==> src/rtl/core/wrlm_pkg.sv <==
// Shared types and constants of the windowed retransmit loss monitor
package wrlm_pkg;

    localparam int HIST_DEPTH = 5;
    localparam int HIST_IDX_W = (HIST_DEPTH > 1) ? $clog2(HIST_DEPTH) : 1;
    localparam int HIST_CNT_W = $clog2(HIST_DEPTH + 1);

    localparam int WORD_W    = 32;
    localparam int AGE_W     = 8;
    localparam int PCT_W     = 7;
    localparam int QUOT_BITS = 7;
    localparam int QCNT_W    = $clog2(QUOT_BITS);
    localparam int PROD_W    = WORD_W + QUOT_BITS;

    localparam logic [AGE_W-1:0]  AGE_RESET   = 8'd20;
    localparam logic [PCT_W-1:0]  PCT_MAX     = 7'd100;
    localparam logic [WORD_W-1:0] RTT_INVALID = '1;

    typedef logic [HIST_IDX_W-1:0] hist_idx_t;
    typedef logic [HIST_CNT_W-1:0] hist_cnt_t;

    typedef struct packed {
        logic [WORD_W-1:0] snapshot_time;
        logic [WORD_W-1:0] bytes_sent;
        logic [WORD_W-1:0] bytes_retransmitted;
        logic [WORD_W-1:0] rtt_sample;
    } wrlm_in_t;

    typedef struct packed {
        logic [PCT_W-1:0]  loss_percent;
        logic [WORD_W-1:0] round_trip_ms;
    } wrlm_out_t;

    typedef struct packed {
        logic [WORD_W-1:0] snap_time;
        logic [WORD_W-1:0] sent;
        logic [WORD_W-1:0] retrans;
    } wrlm_entry_t;

    typedef struct packed {
        logic load;
        logic drop;
        logic step;
        logic push;
    } wrlm_hist_cmd_t;

endpackage

==> src/rtl/core/windowed_retransmit_loss_monitor.sv <==
// Top level of the windowed retransmit loss monitor
//
//   channel  ports                     direction  payload
//   s_       s_valid/s_ready/s_data    in         wrlm_in_t snapshot
//   m_       m_valid/m_ready/m_data    out        wrlm_out_t loss and round trip
//   cfg_     cfg_we/cfg_wdata          in         max_record_age, no wait
//
// One snapshot is worked on at a time; s_ready is high only while idle.
// Each snapshot drops its stale entries, then runs each remaining entry through the divider
// (skipped when the deltas do not all increase or the result clamps).
// The per-entry work is set by the shared bit-serial divider (one quotient bit a cycle).
// A result waiting in the output register holds the next snapshot's final step only.
// Reset (aresetn low, synchronous) empties the history, zeroes the round trip, age 20.
module windowed_retransmit_loss_monitor
    import wrlm_pkg::*;
(
    input  logic             aclk,
    input  logic             aresetn,
    input  logic             s_valid,
    output logic             s_ready,
    input  wrlm_in_t         s_data,
    output logic             m_valid,
    input  logic             m_ready,
    output wrlm_out_t        m_data,
    input  logic             cfg_we,
    input  logic [AGE_W-1:0] cfg_wdata
);

    typedef enum logic [2:0] {
        S_IDLE,
        S_AGE,
        S_CMP,
        S_WAIT,
        S_OUT
    } mon_state_t;

    mon_state_t        state_reg;
    wrlm_in_t          item_reg;
    logic [AGE_W-1:0]  age_reg;
    logic [PCT_W-1:0]  best_reg;
    hist_cnt_t         idx_reg;
    logic [WORD_W-1:0] rtt_reg;
    logic              m_valid_reg;
    wrlm_out_t         m_data_reg;

    wrlm_hist_cmd_t    hist_cmd;
    wrlm_entry_t       cur_entry;
    wrlm_entry_t       rd_entry;
    hist_cnt_t         hist_count;
    logic              pct_start;
    logic              pct_done;
    logic [PCT_W-1:0]  pct_val;
    logic [WORD_W-1:0] age_gap;
    logic              stale;
    logic              out_free;
    logic              out_load;
    logic [WORD_W-1:0] rtt_next;

    assign cur_entry = '{snap_time: item_reg.snapshot_time,
                         sent:      item_reg.bytes_sent,
                         retrans:   item_reg.bytes_retransmitted};

    // Oldest entry is stale when strictly more than max_record_age behind
    assign age_gap  = item_reg.snapshot_time - rd_entry.snap_time;
    assign stale    = (hist_count != '0) &&
                      (item_reg.snapshot_time >= rd_entry.snap_time) &&
                      (age_gap > WORD_W'(age_reg));
    assign out_free = !m_valid_reg || m_ready;
    assign out_load = (state_reg == S_OUT) && out_free;
    assign rtt_next = (item_reg.rtt_sample != RTT_INVALID) ? item_reg.rtt_sample : rtt_reg;

    // Drive history commands from the sequencer
    always_comb begin
        hist_cmd.load = (state_reg == S_IDLE) && s_valid;
        hist_cmd.drop = (state_reg == S_AGE) && stale;
        hist_cmd.step = (state_reg == S_WAIT) && pct_done;
        hist_cmd.push = out_load;
    end

    assign pct_start = (state_reg == S_CMP) && (idx_reg != hist_count);

    wrlm_hist u_hist (
        .aclk     (aclk),
        .aresetn  (aresetn),
        .cmd      (hist_cmd),
        .wr_entry (cur_entry),
        .rd_entry (rd_entry),
        .count    (hist_count)
    );

    wrlm_pct u_pct (
        .aclk    (aclk),
        .aresetn (aresetn),
        .start   (pct_start),
        .cur     (cur_entry),
        .prev    (rd_entry),
        .done    (pct_done),
        .pct     (pct_val)
    );

    // Sequence: accept, age out, compare each entry, push and present result
    always_ff @(posedge aclk) begin
        if (!aresetn) begin
            state_reg   <= S_IDLE;
            age_reg     <= AGE_RESET;
            rtt_reg     <= '0;
            m_valid_reg <= 1'b0;
        end else begin
            if (cfg_we) begin
                age_reg <= cfg_wdata;
            end
            // Load a new result, or drop the one just transferred
            if (out_load) begin
                m_valid_reg <= 1'b1;
            end else if (m_valid_reg && m_ready) begin
                m_valid_reg <= 1'b0;
            end
            unique case (state_reg)
                S_IDLE: begin
                    if (s_valid) begin
                        item_reg  <= s_data;
                        state_reg <= S_AGE;
                    end
                end
                S_AGE: begin
                    if (!stale) begin
                        idx_reg   <= '0;
                        best_reg  <= '0;
                        state_reg <= S_CMP;
                    end
                end
                S_CMP: begin
                    if (idx_reg == hist_count) begin
                        state_reg <= S_OUT;
                    end else begin
                        state_reg <= S_WAIT;
                    end
                end
                S_WAIT: begin
                    if (pct_done) begin
                        if (pct_val > best_reg) begin
                            best_reg <= pct_val;
                        end
                        idx_reg   <= idx_reg + HIST_CNT_W'(1);
                        state_reg <= S_CMP;
                    end
                end
                S_OUT: begin
                    if (out_free) begin
                        rtt_reg    <= rtt_next;
                        m_data_reg <= '{loss_percent: best_reg, round_trip_ms: rtt_next};
                        state_reg  <= S_IDLE;
                    end
                end
            endcase
        end
    end

    assign s_ready = (state_reg == S_IDLE);
    assign m_valid = m_valid_reg;
    assign m_data  = m_data_reg;

endmodule

==> src/rtl/core/wrlm_hist.sv <==
// Snapshot history ring with head, tail, read pointer and fill count
module wrlm_hist
    import wrlm_pkg::*;
(
    input  logic           aclk,
    input  logic           aresetn,
    input  wrlm_hist_cmd_t cmd,
    input  wrlm_entry_t    wr_entry,
    output wrlm_entry_t    rd_entry,
    output hist_cnt_t      count
);

    wrlm_entry_t mem_reg [HIST_DEPTH];
    wrlm_entry_t rd_entry_reg;
    hist_idx_t   head_reg, head_next;
    hist_idx_t   tail_reg, tail_next;
    hist_idx_t   ptr_reg,  ptr_next;
    hist_cnt_t   count_reg, count_next;

    function automatic hist_idx_t next_idx(input hist_idx_t idx);
        return (idx == HIST_IDX_W'(HIST_DEPTH - 1)) ? '0 : idx + HIST_IDX_W'(1);
    endfunction

    // Advance pointers; a push into a full ring drops the oldest entry
    always_comb begin
        head_next  = head_reg;
        tail_next  = tail_reg;
        ptr_next   = ptr_reg;
        count_next = count_reg;
        priority if (cmd.push) begin
            tail_next = next_idx(tail_reg);
            if (count_reg == HIST_CNT_W'(HIST_DEPTH)) begin
                head_next = next_idx(head_reg);
            end else begin
                count_next = count_reg + HIST_CNT_W'(1);
            end
        end else if (cmd.drop) begin
            head_next  = next_idx(head_reg);
            ptr_next   = next_idx(ptr_reg);
            count_next = count_reg - HIST_CNT_W'(1);
        end else if (cmd.step) begin
            ptr_next = next_idx(ptr_reg);
        end else if (cmd.load) begin
            ptr_next = head_reg;
        end
    end

    always_ff @(posedge aclk) begin
        if (!aresetn) begin
            head_reg  <= '0;
            tail_reg  <= '0;
            ptr_reg   <= '0;
            count_reg <= '0;
        end else begin
            head_reg  <= head_next;
            tail_reg  <= tail_next;
            ptr_reg   <= ptr_next;
            count_reg <= count_next;
        end
    end

    // Store the new snapshot at the tail; fetch the entry the read pointer moves to
    always_ff @(posedge aclk) begin
        if (cmd.push) begin
            mem_reg[tail_reg] <= wr_entry;
        end
        rd_entry_reg <= mem_reg[ptr_next];
    end

    assign rd_entry = rd_entry_reg;
    assign count    = count_reg;

endmodule

==> src/rtl/core/wrlm_pct.sv <==
// Retransmit percentage of one entry: delta check, times 100, bit-serial divide
module wrlm_pct
    import wrlm_pkg::*;
(
    input  logic             aclk,
    input  logic             aresetn,
    input  logic             start,
    input  wrlm_entry_t      cur,
    input  wrlm_entry_t      prev,
    output logic             done,
    output logic [PCT_W-1:0] pct
);

    typedef enum logic [2:0] {
        P_IDLE,
        P_CHECK,
        P_MUL,
        P_DIV,
        P_DONE
    } pct_state_t;

    pct_state_t        state_reg;
    logic              qual_reg;
    logic [WORD_W-1:0] sd_reg;
    logic [WORD_W-1:0] rd_reg;
    logic [PROD_W-1:0] rem_reg;
    logic [PROD_W-1:0] dvs_reg;
    logic [PCT_W-1:0]  quot_reg;
    logic [QCNT_W-1:0] step_reg;
    logic              fits;

    assign fits = (rem_reg >= dvs_reg);

    // Sequence: latch deltas, clamp check, build rd*100, one quotient bit a cycle
    always_ff @(posedge aclk) begin
        if (!aresetn) begin
            state_reg <= P_IDLE;
        end else begin
            unique case (state_reg)
                P_IDLE: begin
                    if (start) begin
                        qual_reg  <= (cur.snap_time > prev.snap_time) &&
                                     (cur.sent > prev.sent) &&
                                     (cur.retrans > prev.retrans);
                        sd_reg    <= cur.sent - prev.sent;
                        rd_reg    <= cur.retrans - prev.retrans;
                        state_reg <= P_CHECK;
                    end
                end
                P_CHECK: begin
                    if (!qual_reg) begin
                        quot_reg  <= '0;
                        state_reg <= P_DONE;
                    end else if (rd_reg >= sd_reg) begin
                        quot_reg  <= PCT_MAX;
                        state_reg <= P_DONE;
                    end else begin
                        rem_reg   <= PROD_W'({rd_reg, 6'b0}) + PROD_W'({rd_reg, 5'b0});
                        state_reg <= P_MUL;
                    end
                end
                P_MUL: begin
                    rem_reg   <= rem_reg + PROD_W'({rd_reg, 2'b0});
                    dvs_reg   <= PROD_W'({sd_reg, 6'b0});
                    step_reg  <= QCNT_W'(QUOT_BITS - 1);
                    quot_reg  <= '0;
                    state_reg <= P_DIV;
                end
                P_DIV: begin
                    if (fits) begin
                        rem_reg <= rem_reg - dvs_reg;
                    end
                    quot_reg <= {quot_reg[PCT_W-2:0], fits};
                    dvs_reg  <= dvs_reg >> 1;
                    if (step_reg == '0) begin
                        state_reg <= P_DONE;
                    end else begin
                        step_reg <= step_reg - QCNT_W'(1);
                    end
                end
                P_DONE: begin
                    state_reg <= P_IDLE;
                end
            endcase
        end
    end

    assign done = (state_reg == P_DONE);
    assign pct  = quot_reg;

endmodule

==> config.mk <==
export PLATFORM = sky130hd
export DESIGN_NAME = windowed_retransmit_loss_monitor
export DESIGN_NICKNAME = d
export VERILOG_FILES = /design/src/rtl/core/wrlm_pkg.sv /design/src/rtl/core/windowed_retransmit_loss_monitor.sv /design/src/rtl/core/wrlm_hist.sv /design/src/rtl/core/wrlm_pct.sv
export SDC_FILE = /design/constraint.sdc
export NUM_CORES = 2
export LEC_CHECK = 0
export BUFFER_PORTS_ARGS = -buffer_cell sky130_fd_sc_hd__clkbuf_2
export CAP_MARGIN = 20
export CORE_MARGIN = 2
export CORE_UTILIZATION = 60
export CTS_CLUSTER_DIAMETER = 40
export DETAILED_ROUTE_END_ITERATION = 10
export PLACE_DENSITY = 0.74
export SLEW_MARGIN = 0
export SYNTH_ARGS = -nofsm -noshare
export SYNTH_HDL_FRONTEND = slang
export SYNTH_SLANG_ARGS = --single-unit
==> constraint.sdc <==
create_clock -name aclk -period 15.5 [get_ports aclk]
set_clock_uncertainty 0.05 [all_clocks]
set_input_delay 3.1 -clock aclk [delete_from_list [all_inputs] [get_ports aclk]]
set_output_delay 3.1 -clock aclk [all_outputs]
set_load 0.02 [all_outputs]
# Word level (Yosys, flattened, before mapping)
# Memories as Yosys holds them, arrays and structs flattened. A register that Yosys moved wholly into a read port is not among the register bits.
# Index checks and enable logic that the tools add are counted.
[totals]
reg_bits = 389
ramBits = 480
romBits = 0
wordCells = 156
mem_count = 1
latch_bits = 0
output_inout_bits = 41
input_bits = 141
[op_classes]
mux = 46
n_shift = 0
order_cmp = 8
reduce_logical = 35
mul = 0
eq_ne = 29
n_div = 0
n_bitwise = 0
addsub = 13
[mem_list]
columns = ["memory", "words", "width", "read_ports", "rd_ports_with_merged_regs", "wr", "line_no", "rtl"]
rows = [
  ["u_hist.mem_reg", 5, 96, 1, 1, 1, "wrlm_hist.sv:13", "wrlm_entry_t mem_reg [HIST_DEPTH];"],
]
[ops]
columns = ["cell", "count"]
rows = [
  ["two-way mux 39 bit", 3],
  ["case mux 39 bit (3 select lines)", 1],
  ["greater-than comparator 32 bit", 3],
  ["subtractor 32 bit", 3],
  ["case mux 39 bit (2 select lines)", 1],
  ["two-way mux 3 bit", 25],
  ["greater-or-equal comparator 32 bit", 2],
  ["adder 38 x 37 -> 39 bit", 1],
  ["adder 39 x 34 -> 39 bit", 1],
  ["greater-or-equal comparator 39 bit", 1],
  ["subtractor 39 bit", 1],
  ["two-way mux 7 bit", 5],
  ["greater-than comparator 32 x 8 -> 1 bit", 1],
  ["two-way mux 32 bit", 1],
  ["inequality test 32 bit, second input constant", 1],
  ["case mux 3 bit (5 select lines)", 2],
  ["case mux 7 bit (3 select lines)", 1],
  ["== test 3 bit, second input constant", 6],
  ["inequality test 2 bit, second input constant", 8],
  ["adder 3 x 1 -> 3 bit, second input constant", 5],
  ["AND reduction 3 bit", 5],
  ["case mux 7 bit (2 select lines)", 1],
  ["== test 3 x 2 -> 1 bit, second input constant", 4],
  ["case mux 3 bit (2 select lines)", 2],
  ["other kinds (17)", 47],
]

# Depth between registers and ports, before layout
[depth]
ltp_word = 6
ltp_mapped = 23
depth_no_buf = 21

# Hierarchy
# From an unflattened synthesis, not the netlist that was laid out.
[hier_totals]
hier_cells = 3851
area_unflattened_um2 = 47459.3
[modules_own_cells]
columns = ["mod", "cells_each", "instances", "seq_area_each_um2", "area_per_inst_um2"]
rows = [
  ["wrlm_hist", 1102, 1, 16575.9, 20773.7],
  ["wrlm_pct", 1925, 1, 4624.4, 16323.2],
  ["windowed_retransmit_loss_monitor", 824, 1, 6195.9, 10362.4],
]

# Worst setup path before layout
# OpenSTA, ideal clock, no wires.
[synth_timing]
kind = "input port to flip-flop"
from = "input m_ready"
to = "memory u_hist.mem_reg[1][0] in the netlist's numbering (enable)"
arrival_ps = 13139
slack_ps = 1524
required_ps = 14663
n_path_buf = 2
setup_time_ps = 787
cell_stages = 6
path_cell_list = "nor2b_1 nor2_1 buf_1 clkinv_1 clkbuf_1 nor4_1"
[synth_via]
elab_chain_len = 4
[synth_lines]
columns = ["element", "line_no", "rtl"]
rows = [
  ["start: declaration", "windowed_retransmit_loss_monitor.sv:23", "input logic m_ready,"],
  ["logical OR 1 bit", "windowed_retransmit_loss_monitor.sv:68", "assign out_free = !m_valid_reg || m_ready;"],
  ["logical AND 1 bit", "windowed_retransmit_loss_monitor.sv:69", "assign out_load = (state_reg == S_OUT) && out_free;"],
  ["two-way mux 1 bit", "wrlm_hist.sv:64", "if (cmd.push) begin"],
  ["two-way mux 1 bit (not written as such)", "wrlm_hist.sv:65", "mem_reg[tail_reg] <= wr_entry;"],
  ["end: declaration", "wrlm_hist.sv:13", ""],
]
# No other way between the ends.

# Worst setup path in the final report
[layout_timing]
from = "register item_reg (netlist bit cur_entry[64])"
to = "register u_hist.rd_entry[37] (netlist name)"
[layout_via]
elab_chain_len = 6
elab_cells_between_ends = 8
classes_between = "1 x add/sub; 2 x order compare; 2 x mux; 3 x reduce/logical"
[layout_lines]
columns = ["element", "line_no", "rtl"]
rows = [
  ["start: declaration", "windowed_retransmit_loss_monitor.sv:38", "wrlm_in_t item_reg;"],
  ["start signal: assignment", "windowed_retransmit_loss_monitor.sv:121", "item_reg <= s_data;"],
  ["subtractor 32 bit / greater-or-equal comparator 32 bit (equally long branches)", "windowed_retransmit_loss_monitor.sv:64, windowed_retransmit_loss_monitor.sv:66", ""],
  ["greater-than comparator 32 x 8 -> 1 bit / logical AND 1 bit (equally long branches)", "windowed_retransmit_loss_monitor.sv:67, windowed_retransmit_loss_monitor.sv:65", ""],
  ["logical AND 1 bit (*)", "windowed_retransmit_loss_monitor.sv:66", "(item_reg.snapshot_time >= rd_entry.snap_time) &&"],
  ["logical AND 1 bit (*)", "windowed_retransmit_loss_monitor.sv:75", "hist_cmd.drop = (state_reg == S_AGE) && stale;"],
  ["two-way mux 3 bit (*)", "wrlm_hist.sv:37", "end else if (cmd.drop) begin"],
  ["two-way mux 3 bit (*)", "wrlm_hist.sv:30", "priority if (cmd.push) begin"],
]
# Mark *: on every way between the ends. The rest lies on a longest branch, timed or not.
# A chain may end at the register's enable or synchronous reset.

==> flow_summary.yaml <==
run_status:
  outcome: "complete, no violations"
die:
  coreArea_mm2: 0.07557
  dieWidth_um: 279.8
  io-pin-count: 182
  die_y_um: 279.8
  row_count: 101
  die_area_mm2: 0.07827
  initial_core_util_pct: 60.38
synth:
  yosys-top-cells-area: "edfxtp_1, ha_1, dfxtp_1"
  seq_area_frac_synth_pct: 60.04
  syn-instance-count: 3660
  synth.avg_cell_area_um2: 12.47
  synth.distinct_cells: 83
  synth_area_leader_cell: "edfxtp_1"
  synth_edf_count: 809
  ys_warn_count: 0
  synthArstFlopShare_pct: 0
  yosys_register_bits: 964
  syn_nets: 4063
  syn_area_mm2: 0.04563
  yosys.area.top_type_share_pct: 53.24
  ys.flop_type: "edfxtp_1"
drt:
  first_pass_iters: 5
  drt-initial-drc-count: 2283
  routed_wl_mm: 101.8
  drc: 0
  wire_per_inst_um: 20.55
  routed_via_density: 5.920
  vias: 29324
  ant_nets: 0
power_and_ir_drop:
  leakagePower_nw: 19.55
  irDropWorstVdd_uv: 139.7
  p_per_area_mw_per_mm2: 124.6
worst_setup_path:
  critPathRequiredTime_ns: 16.00
  critical-path-top-delay-family: "compound AO/OA/AOI/OAI gates"
  crit_slowest_cell: "buf_4"
  end_kind: "flop"
  critPathLaunchType: "flop"
  r2r_start: "cur_entry[64]$_DFFE_PP_"
  cp_num_cells: 23
  r2r_end: "u_hist.rd_entry[37]$_DFF_P_"
  max_stage_delay_ns: 0.82
  crit_end: "u_hist.rd_entry[37]$_DFF_P_"
  cp.arrival_ns: 7.89
  worst_r2r_path_depth: 23
  critical_path_class: "flop to flop"
  r2r_slack_ns: 8.11
  crit_path_start: "cur_entry[64]$_DFFE_PP_"
  crit_path_max_fanout: 138
  cp_cell_sequence: "inv_1 > ha_1 > fa_1 > nand2b_1 > a21oi_1 > nor2_1 > xnor2_1 > ha_1 > a21o_1 > a22oi_1 > nand3b_1 > o2111ai_1 > o2111ai_1 > nor4b_2 > nand4_1 > a2111oi_2 > a31oi_2 > o21ai_4 > mux2i_4 > buf_12 > buf_4 > mux2i_1 > a221oi_1"
  crit_buf_inv: 3
placed_design:
  dpl.cell_count: 4728
  dp_hpwl_mm: 67.24
  place_congestion: 0.9298
  io_buffer_count: 181
global_route:
  overflow: 0
  grt_pass1_wl_mm: 157.6
  antenna_found_initial: 2
  grt_max_degree: 139
  grt.total_usage_pct: 25.96
  grt_pass1_vias: 28383
clocking:
  insertion_delay_ns: 0.69
  postCtsSetupRepairBufs: 0
  tritoncts: "built"
  cts.sinks: 964
  cts_resized: 0
  hold_buffers: 0
  cts-root-buf: "clkbuf_16"
  clk_pin_slew_ns: 0.06
  h-tree-depth: 3
  cts_buffers: 116
  cts_buffer_depth: 3
timing:
  final-setup-viol-count: 0
  period_share_pct: 47.67
  tns_ns: 0
  rsz0062_at_grt: "false"
  tightest_slew_ns: 1.135
  finalHoldViolations: 0
  slew_headroom_pct: 24.33
  period_needed_ns: 7.389
  whs_ns: 0.3999
  drv_slew: 0
  fmax_mhz: 135.3
layout:
  mostFrequentLayoutCell: "edfxtp_1"
  most-common-layout-cells: "edfxtp_1, nor2_1, inv_1, ha_1, a21oi_1"
  synthToLayoutAreaGrowth_pct: 13.12
  largest_register_ffs: 480
  drive_gt1_share_pct: 12.81
  final_cells: 4953
  postLayoutCoreUtil_pct: 68.30
  final_nets: 4275
  antenna_cells: 0
job:
  cap_viol_max_count: 0
worst_hold_path:
  hold_class: "flop to flop"
[synth_stat cells (6+ instances only)]
master	number
nand3b_1	9
buf_1	10
nand3_1	46
o21ai_0	164
fa_1	7
o2111ai_1	9
xor2_1	61
and2_1	15
a221oi_2	26
clkbuf_1	59
nor4_1	13
nor2_1	323
and3_1	29
or3_1	11
buf_4	11
nand2b_1	57
buf_2	33
xnor2_1	103
a31oi_1	22
a21o_1	89
inv_1	255
o21a_1	32
a22oi_1	7
a21oi_1	216
nor2b_1	39
dfxtp_1	155
o31ai_1	10
a211oi_1	35
nor3_1	75
o21bai_1	13
or2_2	6
o21ai_1	12
nand2_1	161
o211ai_1	23
a21boi_0	6
mux2_2	30
mux2i_1	208
a221oi_1	75
ha_1	255
a41oi_1	7
nand4_1	42
a221o_1	6
edfxtp_1	809
[worst reg2reg max path: cells and delay by family (launching register included)]
kind            cells  cell delay, ns
simple gates        5            0.86
compound gates      9            2.33
mux                 2            0.73
flops               1            0.45
xor+xnor            1            0.14
buf+inv             3            1.75
fa+ha+maj           3            0.97
[cells by family after synthesis]
kind of cell	share of synthesized area, %
compound gates	12.19
xor+xnor	3.148
flops	60.04
mux	5.333
fa+ha+maj	7.299
simple gates	8.621
buf+inv	3.364
[routing by layer]
layer	up-vias	wire, um	GRT usage, %
li1	14126	-	-
met4	2	2676	8.254
met5	-	13	0
met3	172	6667	4.362
met2	875	47210	41.57
met1	14149	45220	36.45
[final cells by class]
type                    count  area [um2]
inverters                 257       964.7
clock inverters            83       898.4
flip-flops and latches    964       27400
fillers                  5425       23950
multi-input cells        2320       16800
well taps                 978        1224
repair buffers            213        1204
clock buffers             138        3128
[power breakdown]
group	total, mW	internal, mW	leakage, nW	switching (mW)
logic	0.705	0.282	9.00	0.423
registers	2.97	2.91	8.60	0.0628
clock network	2.76	1.65	1.94	1.11
[per-stage QoR]
step	setup slack, ns	power [mW]	cell area [um2]
floorplan	1.524	3.514	45630
global placement	8.611	3.702	47510
detailed placement	8.255	3.712	47510
CTS	8.177	6.463	51540
global route	7.738	6.659	51620
finish	8.111	6.432	51620
[how the worst min path moves through the flow]
stage / start / to / slack [ns] / cells past startpoint
floorplan: best_reg[1]$_SDFFCE_PN0P_ / m_data[33]$_DFFE_PP_ / 0.38 / 0
global placement: best_reg[5]$_SDFFCE_PN0P_ / m_data[37]$_DFFE_PP_ / 0.38 / 0
detailed placement: best_reg[5]$_SDFFCE_PN0P_ / m_data[37]$_DFFE_PP_ / 0.38 / 0
CTS: best_reg[5]$_SDFFCE_PN0P_ / m_data[37]$_DFFE_PP_ / 0.40 / 0
global route: best_reg[5]$_SDFFCE_PN0P_ / m_data[37]$_DFFE_PP_ / 0.41 / 0
finish: best_reg[5]$_SDFFCE_PN0P_ / m_data[37]$_DFFE_PP_ / 0.40 / 0
(Power assumes the default switching activity.)
